`config.mk`:
```
export PLATFORM = sky130hd
export DESIGN_NAME = hvn_unit
export DESIGN_NICKNAME = d
export VERILOG_FILES = /design/src/heightmap_vertex_normal_core_macros.svh /design/src/hvn_pkg.sv /design/src/hvn_unit.sv
export SDC_FILE = /design/constraint.sdc
export NUM_CORES = 1
export LEC_CHECK = 0
export ABC_AREA = 1
export BUFFER_PORTS_ARGS = -buffer_cell sky130_fd_sc_hd__buf_2
export CAP_MARGIN = 20
export CORE_MARGIN = 2
export CORE_UTILIZATION = 25
export CTS_CLUSTER_DIAMETER = 50
export DETAILED_ROUTE_END_ITERATION = 10
export PLACE_DENSITY_LB_ADDON = 0.12
export SKIP_CTS_REPAIR_TIMING = 1
export SLEW_MARGIN = 5
export SYNTH_ARGS = -nofsm -noshare
export SYNTH_HDL_FRONTEND = slang
export SYNTH_SLANG_ARGS = --single-unit
```
`constraint.sdc`:
```
create_clock -name clk -period 5.25 [get_ports clk]
set_input_delay 0.7875 -clock clk [delete_from_list [all_inputs] [get_ports clk]]
set_output_delay 0.7875 -clock clk [all_outputs]
set_load 0.005 [all_outputs]
```
`src/heightmap_vertex_normal_core_macros.svh`:
```
// assertion macros for the heightmap vertex normal core
// used by files that check their own sequencing; expects clk and rst_n in scope
`ifndef HEIGHTMAP_VERTEX_NORMAL_CORE_MACROS_SVH
`define HEIGHTMAP_VERTEX_NORMAL_CORE_MACROS_SVH

// same-cycle implication
`define HVN_ASSERT_IMP(label, ante, cons) \
  label: assert property (@(posedge clk) disable iff (!rst_n) (ante) |-> (cons)) \
    else $error("hvn same-cycle check failed");

// next-cycle implication
`define HVN_ASSERT_NXT(label, ante, cons) \
  label: assert property (@(posedge clk) disable iff (!rst_n) (ante) |=> (cons)) \
    else $error("hvn next-cycle check failed");

`endif

```
`src/hvn_pkg.sv`:
```
// shared types, constants and small tables of the heightmap vertex normal core
// no dependencies
`timescale 1ns / 1ps
package hvn_pkg;

  localparam int HEIGHT_W      = 16;
  localparam int STORE_DEPTH   = 65536;
  localparam int STORE_AW      = 16;
  localparam int GRID_SIZE_DEF = 256;
  localparam int CFG_W         = 20;
  localparam logic [CFG_W-1:0] CFG_RESET = 20'd45875;

  localparam int VEC_W      = 28;
  localparam int SSUM_W     = 56;
  localparam int ROOT_W     = 32;
  localparam int OPND_W     = 64;
  localparam int NUM_W      = 56;
  localparam int DIV_STEPS  = 26;
  localparam int SQRT_STEPS = 32;
  localparam int REM_W      = 34;

  localparam logic [2:0] FACE_FINAL = 3'd6;

  localparam logic FUNC_WRITE = 1'b0;
  localparam logic FUNC_QUERY = 1'b1;

  typedef struct packed {
    logic                func;
    logic [7:0]          column;
    logic [7:0]          row;
    logic [HEIGHT_W-1:0] height_sample;
  } in_t;

  typedef struct packed {
    logic               is_normal;
    logic signed [15:0] normal_x;
    logic signed [15:0] normal_y;
    logic signed [15:0] normal_z;
  } out_t;

  typedef enum logic [3:0] {
    ST_IDLE,
    ST_READ,
    ST_FACE,
    ST_SQ,
    ST_ROOT,
    ST_ROOT_WAIT,
    ST_DIV,
    ST_DIV_WAIT,
    ST_DIV_POST,
    ST_DONE
  } state_t;

  typedef enum logic {
    UOP_SQRT,
    UOP_DIV
  } unit_op_t;

  typedef struct packed {
    logic     start;
    unit_op_t op;
  } unit_req_t;

  typedef struct packed {
    logic busy;
    logic done;
  } unit_sts_t;

  // neighborhood position to row / column offset (0..2 maps to -1..+1)
  function automatic logic [1:0] pos_row(input logic [3:0] p);
    logic [1:0] r;
    case (p)
      4'd0, 4'd1, 4'd2: r = 2'd0;
      4'd3, 4'd4, 4'd5: r = 2'd1;
      4'd6, 4'd7, 4'd8: r = 2'd2;
      default:          r = 2'd0;
    endcase
    return r;
  endfunction

  function automatic logic [1:0] pos_col(input logic [3:0] p);
    logic [1:0] c;
    case (p)
      4'd0, 4'd3, 4'd6: c = 2'd0;
      4'd1, 4'd4, 4'd7: c = 2'd1;
      4'd2, 4'd5, 4'd8: c = 2'd2;
      default:          c = 2'd0;
    endcase
    return c;
  endfunction

endpackage

```
`src/hvn_unit.sv`:
```
// shared bit-serial square root and divider unit
// depends on hvn_pkg; the divider uses the last root as its divisor
`timescale 1ns / 1ps
module hvn_unit import hvn_pkg::*; (
  input  logic                 clk,
  input  logic                 rst_n,
  input  unit_req_t            req,
  input  logic [OPND_W-1:0]    opnd,
  output unit_sts_t            sts,
  output logic [ROOT_W-1:0]    root,
  output logic [DIV_STEPS-1:0] quo
);

  logic             busy_r;
  unit_op_t         op_r;
  logic [4:0]       cnt_r;
  logic [REM_W-1:0] rem_r;
  logic [REM_W-1:0] rem_nxt;
  logic [OPND_W-1:0] work_r;
  logic [ROOT_W-1:0] root_r;
  logic [REM_W-1:0] sub_a;
  logic [REM_W-1:0] sub_b;
  logic [REM_W:0]   diff;
  logic             ge;
  logic [4:0]       last;

  assign last     = (op_r == UOP_SQRT) ? 5'(SQRT_STEPS - 1) : 5'(DIV_STEPS - 1);
  assign sts.busy = busy_r;
  assign sts.done = busy_r && (cnt_r == last);
  assign root     = root_r;
  assign quo      = work_r[DIV_STEPS-1:0];

  always_comb begin
    if (op_r == UOP_SQRT) begin
      sub_a = {rem_r[ROOT_W-1:0], work_r[OPND_W-1 -: 2]};
      sub_b = {root_r, 2'b01};
    end else begin
      sub_a = {1'b0, rem_r[ROOT_W-1:0], work_r[OPND_W-1]};
      sub_b = {2'b00, root_r};
    end
    diff    = {1'b0, sub_a} - {1'b0, sub_b};
    ge      = !diff[REM_W];
    rem_nxt = ge ? diff[REM_W-1:0] : sub_a;
  end

  always_ff @(posedge clk) begin
    if (!rst_n) begin
      busy_r <= 1'b0;
    end else if (req.start) begin
      busy_r <= 1'b1;
    end else if (sts.done) begin
      busy_r <= 1'b0;
    end
  end

  always_ff @(posedge clk) begin
    if (req.start) begin
      op_r  <= req.op;
      cnt_r <= '0;
      if (req.op == UOP_SQRT) begin
        rem_r  <= '0;
        root_r <= '0;
        work_r <= opnd;
      end else begin
        rem_r  <= {{(REM_W - (NUM_W - DIV_STEPS)){1'b0}}, opnd[NUM_W-1:DIV_STEPS]};
        work_r <= {opnd[DIV_STEPS-1:0], {(OPND_W - DIV_STEPS){1'b0}}};
      end
    end else if (busy_r) begin
      cnt_r <= cnt_r + 5'd1;
      rem_r <= rem_nxt;
      if (op_r == UOP_SQRT) begin
        work_r <= {work_r[OPND_W-3:0], 2'b00};
        root_r <= {root_r[ROOT_W-2:0], ge};
      end else begin
        work_r <= {work_r[OPND_W-2:0], ge};
      end
    end
  end

endmodule

```
== Word-level counts from Yosys, hierarchy flattened ==
Index checks and enable logic that the tools add are counted.

* Register bits after elaboration: 135
* Bits of input ports: 68
* Output and inout bits: 60
* Logic and storage cells: 33

* Add/subtract/negate cells: 2
* Equal/unequal tests: 3
* Multiplexer cells: 17
* Reduce and logical (&&, ||, !) cells: 5

{| class="wikitable"
|+ Operators with widths
! kind !! count
|-
| $mux W64 || 4
|-
| $mux W32 || 7
|-
| $mux W34 || 2
|-
| $sub A34 B34 Y35 || 1
|-
| $mux W30 || 1
|-
| $add A5 B1 Y5 const B || 1
|-
| $eq A5 B5 Y1 || 1
|-
| $ne A2 B2 Y1 const B || 2
|-
| $reduce_bool A2 Y1 || 2
|-
| $mux W3 || 1
|-
| $reduce_and A3 Y1 || 1
|-
| $mux W1 || 2
|-
| $logic_and A1 B1 Y1 || 1
|-
| $logic_not A1 Y1 || 1
|}

== Depth between registers and ports, before layout ==
* Word-level depth: 6
* Gate-level depth with buffers: 20
* Gate-level depth less buffers: 19

== Worst setup path before layout ==
OpenSTA, ideal clock, no wires.

* Path type: in2reg
* From: input port req[1] in the netlist's numbering
* To: register root_r[0] (netlist: root[0]) (enable)
* Library setup time: 0.461 ns
* Arrival: 3.474 ns
* Data required time: 4.789 ns
* Setup slack: 1.315 ns
* Cell stages on the path: 4
* Cells stage by stage: buf_2 > nand2_1 > inv_1 > nor3_1

* Word-level cells in the longest chain between the ends: 2

{| class="wikitable"
|+ Ends and longest elaborated chain
! item !! RTL line !! source
|-
| start: declaration || hvn_unit.sv:7 || <nowiki>input unit_req_t req,</nowiki>
|-
| $ne A2 B2 Y1 (no source line) / $reduce_bool A2 Y1 (equally long branches) || - ||
|-
| $reduce_and A3 Y1 (no source line) (*) || - ||
|-
| end signal: assignment || hvn_unit.sv:73 || <nowiki>root_r <= {root_r[ROOT_W-2:0], ge};</nowiki>
|-
| end: declaration || hvn_unit.sv:20 || <nowiki>logic [ROOT_W-1:0] root_r;</nowiki>
|}

Every way passes the cells marked *; elsewhere a longest branch is shown, timed or not.
A chain may end at the register's enable or synchronous reset.

== Worst setup path in the final report ==
* From: register op_r
* To: register rem_r[25], data pin

* Word-level cells in the longest chain between the ends: 5

{| class="wikitable"
|+ Ends and longest elaborated chain
! item !! RTL line !! source
|-
| start: declaration || hvn_unit.sv:15 || <nowiki>unit_op_t op_r;</nowiki>
|-
| start signal: assignment || hvn_unit.sv:58 || <nowiki>op_r <= req.op;</nowiki>
|-
| $mux W34 || hvn_unit.sv:34 || <nowiki>if (op_r == UOP_SQRT) begin</nowiki>
|-
| $sub A34 B34 Y35 || hvn_unit.sv:41 || <nowiki>diff = {1'b0, sub_a} - {1'b0, sub_b};</nowiki>
|-
| $mux W32 (*) || hvn_unit.sv:43 || <nowiki>rem_nxt = ge ? diff[REM_W-1:0] : sub_a;</nowiki>
|-
| $mux W32 (*) || hvn_unit.sv:68 || <nowiki>end else if (busy_r) begin</nowiki>
|-
| $mux W32 (*) || hvn_unit.sv:57 || <nowiki>if (req.start) begin</nowiki>
|-
| end signal: assignment || hvn_unit.sv:65 || <nowiki>rem_r <= {{(REM_W - (NUM_W - DIV_STEPS)){1'b0}}, opnd[NUM_W-1:DIV_STEPS]};</nowiki>
|-
| end signal: assignment || hvn_unit.sv:70 || <nowiki>rem_r <= rem_nxt;</nowiki>
|-
| end: declaration || hvn_unit.sv:17 || <nowiki>logic [REM_W-1:0] rem_r;</nowiki>
|}

Every way passes the cells marked *; elsewhere a longest branch is shown, timed or not. The select of a mux whose other input is x is not followed.

==> impl_metrics.tcl <==
set metrics [dict create \
    run_status "complete, no violations" \
    cts_buffer_count 17 \
    setup.worst_path.start_class "register" \
    area_growth_pct 14.0 \
    whs_ns 0.535 \
    worstMarginPinSlew_ns 1.02 \
    final-seq-area_sq_um 3990 \
    worst-r2r-cell-count 14 \
    internal-power_mw 2.80 \
    ys_async_sr_fraction 0 \
    post-route-worst-setup-slack_ns 1.56 \
    multiInputGateArea_sq_um 4880 \
    clock_power_share 0.253 \
    final_standard_cell_count_with_taps_included_and_fillers_excluded 2081 \
    reg_clk_slew_reported_paths_ns 0.06 \
    synth.yosys.warnings 0 \
    place.detailed.instances 2048 \
    die_height_um 208 \
    final_design_area_no_fill_sq_um 11900 \
    timing.hold.worst_path_depth 2 \
    port-buffer-count 127 \
    power_leakage_nw 5.94 \
    cts-root-buf "sky130_fd_sc_hd__clkbuf_16" \
    dp_worst_setup_slack_ns 1.61 \
    hold_wc_path_type "register to register" \
    routed-via-count 9298 \
    routed_wl_mm 34.0 \
    finalNetCount 1639 \
    crit_fanout 45 \
    detailedRoute.firstIterationViolations 535 \
    final_cell_mix "444 x sky130_fd_sc_hd__nand2_1, 285 x sky130_fd_sc_hd__inv_1, 129 x sky130_fd_sc_hd__edfxtp_1" \
    timing.rr.start "op_r$_DFFE_PP_" \
    core_sq_um 41000 \
    timing.final.setup_violations 0 \
    detail_route.wl_per_cell_um 16.3 \
    sw_share 0.415 \
    die_w_um 208 \
    cts_htree_levels 4 \
    cts_tree "yes" \
    most_frequent_standard_cell_in_the_layout_excluding_fill_and_tap_cells "sky130_fd_sc_hd__nand2_1" \
    max-vdd-ir-drop_mv 0.229 \
    global_route_wire_length_before_repair_mm 53.7 \
    worst_path_largest_cell_delay_ns 0.55 \
    switching_power_mw 1.98 \
    min_to "cnt_r[4]$_SDFFE_PP0P_" \
    synth_cell_types 44 \
    path_delay_family "simple AND/OR/NAND/NOR gates" \
    timing.setup.tns_ns 0 \
    worst-r2r-setup-slack_ns 1.56 \
    crit_buf_inv 2 \
    largest_net_degree_at_the_start_of_global_routing 158 \
    globalRouteOverflowTotal 0 \
    crit-reg2reg-capture "rem_r[25]$_DFFE_PP_" \
    grt_usage 0.158 \
    seq_area_frac_synth 0.382 \
    grt_setup_unrepaired "no" \
    powerDensity_nw_per_um2 402 \
    relSlewSlack 0.316 \
    hold_viol 0 \
    syn_area_sq_um 10400 \
    detail_route.vias_per_cell 4.47 \
    synthesis.instances 1468 \
    cts_max_path_buffers 2 \
    period_minus_slack_ns 3.69 \
    ant_nets 0 \
    antenna_violations_before_repair 2 \
    drv.max_cap_violation_count 0 \
    timing.critical_path.cells "inv_2 -> o21ai_0 -> ha_1 -> fa_1 -> inv_1 -> nand3_1 -> nand3_2 -> nand2_2 -> nand2_4 -> nand2_4 -> nand2_8 -> nand3_1 -> nand2_1 -> nand2_1" \
    gpl.final_weighted_congestion 0.827 \
    starting_density 0.255 \
    power_frac_comb 0.434 \
    worstHoldStart "cnt_r[4]$_SDFFE_PP0P_" \
    final_core_utilization 0.290 \
    final-max-slew-violation-count 0 \
    cp_data_arrival_time_ns 3.87 \
    dominantRegCellSynth "sky130_fd_sc_hd__edfxtp_1" \
    final.setup_skew_ns 0.0103 \
    cp_slowest_cell "sky130_fd_sc_hd__inv_2" \
    placement_rows 74 \
    synth_enable_flop_cells 129 \
    final.period_utilization 0.703 \
    synthesis.area_per_instance_sq_um 7.12 \
    post_route_cells_drive_above_1_share 0.151 \
    seq_cells_post_synth 135 \
    detailedRoute.firstPassIterationCount 5 \
    setup.worst_path.class "register to register" \
    postSynthNetCount 1572 \
    power_frac_seq 0.313 \
    num_io_pins 128 \
    die_area_sq_um 43400 \
    layout.filler_cells 4554 \
    cts.sinks 135 \
    fmax_mhz 271 \
    post-layout-total-power_mw 4.78 \
    postPlaceCellArea_sq_um 11300 \
    clkLatencyLatePin_ns 0.43 \
    vias_in_the_first_global_route 9469 \
    drc 0 \
    dp.final_hpwl_mm 25.3 \
    worst_ep_required_time_ns 5.43 \
    crit_path_end_kind "register" \
]
tightest hold or removal path: stages (launching register included):
cell	delay (ns)
sky130_fd_sc_hd__dfxtp_1	0.37
sky130_fd_sc_hd__a21oi_1	0.05
sky130_fd_sc_hd__nor2_1	0.08
metal layers:
metal	global-route usage	vias to the layer above	share of wire
met2	0.257	162	0.45
met5	0	-	0.00032
li1	-	4808	-
met3	0.0232	23	0.034
met4	0.0382	2	0.015
met1	0.221	4303	0.50
power by group through the flow:
stage	combinational (mW)	clock, mW	sequential [mW]
CTS	2.09	1.24	1.50
global route	2.37	1.28	1.52
finish	2.08	1.21	1.50
detailed placement	2.08	0	1.52
global placement	2.09	0	1.52
floorplan	1.59	0	1.48
registers in the layout, indices dropped and copies added (netlist names):
signal	count
busy_r	1
cnt_r	5
op_r	1
rem_r	32
root	32
work_r	64
synthesized netlist by cell type, types with 20 or more instances:
cell type / instances / area share
sky130_fd_sc_hd__nand2_1: 444 / 0.16
sky130_fd_sc_hd__inv_1: 287 / 0.10
sky130_fd_sc_hd__edfxtp_1: 129 / 0.37
sky130_fd_sc_hd__o21ai_0: 98 / 0.047
sky130_fd_sc_hd__nor2_1: 89 / 0.032
sky130_fd_sc_hd__nand3_1: 71 / 0.034
sky130_fd_sc_hd__o22ai_1: 37 / 0.022
sky130_fd_sc_hd__clkbuf_1: 36 / 0.013
sky130_fd_sc_hd__ha_1: 35 / 0.042
sky130_fd_sc_hd__buf_4: 27 / 0.019
sky130_fd_sc_hd__o211ai_1: 27 / 0.019
sky130_fd_sc_hd__o221ai_1: 26 / 0.022
sky130_fd_sc_hd__nand2_2: 23 / 0.014
sky130_fd_sc_hd__or2_2: 23 / 0.014
sky130_fd_sc_hd__a21oi_1: 20 / 0.0096
cell type report:
class	instances	area share
multi-input cells	956	0.410
flip-flops and latches	135	0.335
repair buffers	136	0.0601
well taps	532	0.0559
clock buffers	19	0.0364
diodes	1	0.000210
inverters	289	0.0913
clock inverters	13	0.0109
worst max-delay path by stage:
stage / start / to / slack (ns) / depth (start not counted)
floorplan: req[1] / root[0]$_SDFFCE_PP0P_ / 1.31 / 4
global placement: op_r$_DFFE_PP_ / rem_r[27]$_DFFE_PP_ / 1.66 / 14
detailed placement: op_r$_DFFE_PP_ / rem_r[25]$_DFFE_PP_ / 1.61 / 14
CTS: op_r$_DFFE_PP_ / rem_r[25]$_DFFE_PP_ / 1.56 / 14
global route: op_r$_DFFE_PP_ / rem_r[27]$_DFFE_PP_ / 1.27 / 14
finish: op_r$_DFFE_PP_ / rem_r[25]$_DFFE_PP_ / 1.56 / 14
cells by family (layout without fill, tap and decap cells):
| logic type | after synthesis | in the layout | synth area share |
|---|---|---|---|
| and+or+nand+nor | 687 | 687 | 0.281 |
| DFF | 135 | 135 | 0.382 |
| xor gates and xnor gates | 15 | 15 | 0.0126 |
| other | 0 | 1 | 0 |
| AOI/OAI and AO/OA | 218 | 218 | 0.129 |
| adders and majority gates | 36 | 36 | 0.0438 |
| buffers and inverters | 377 | 457 | 0.151 |
Note: power is estimated with default switching activity, not from simulation.
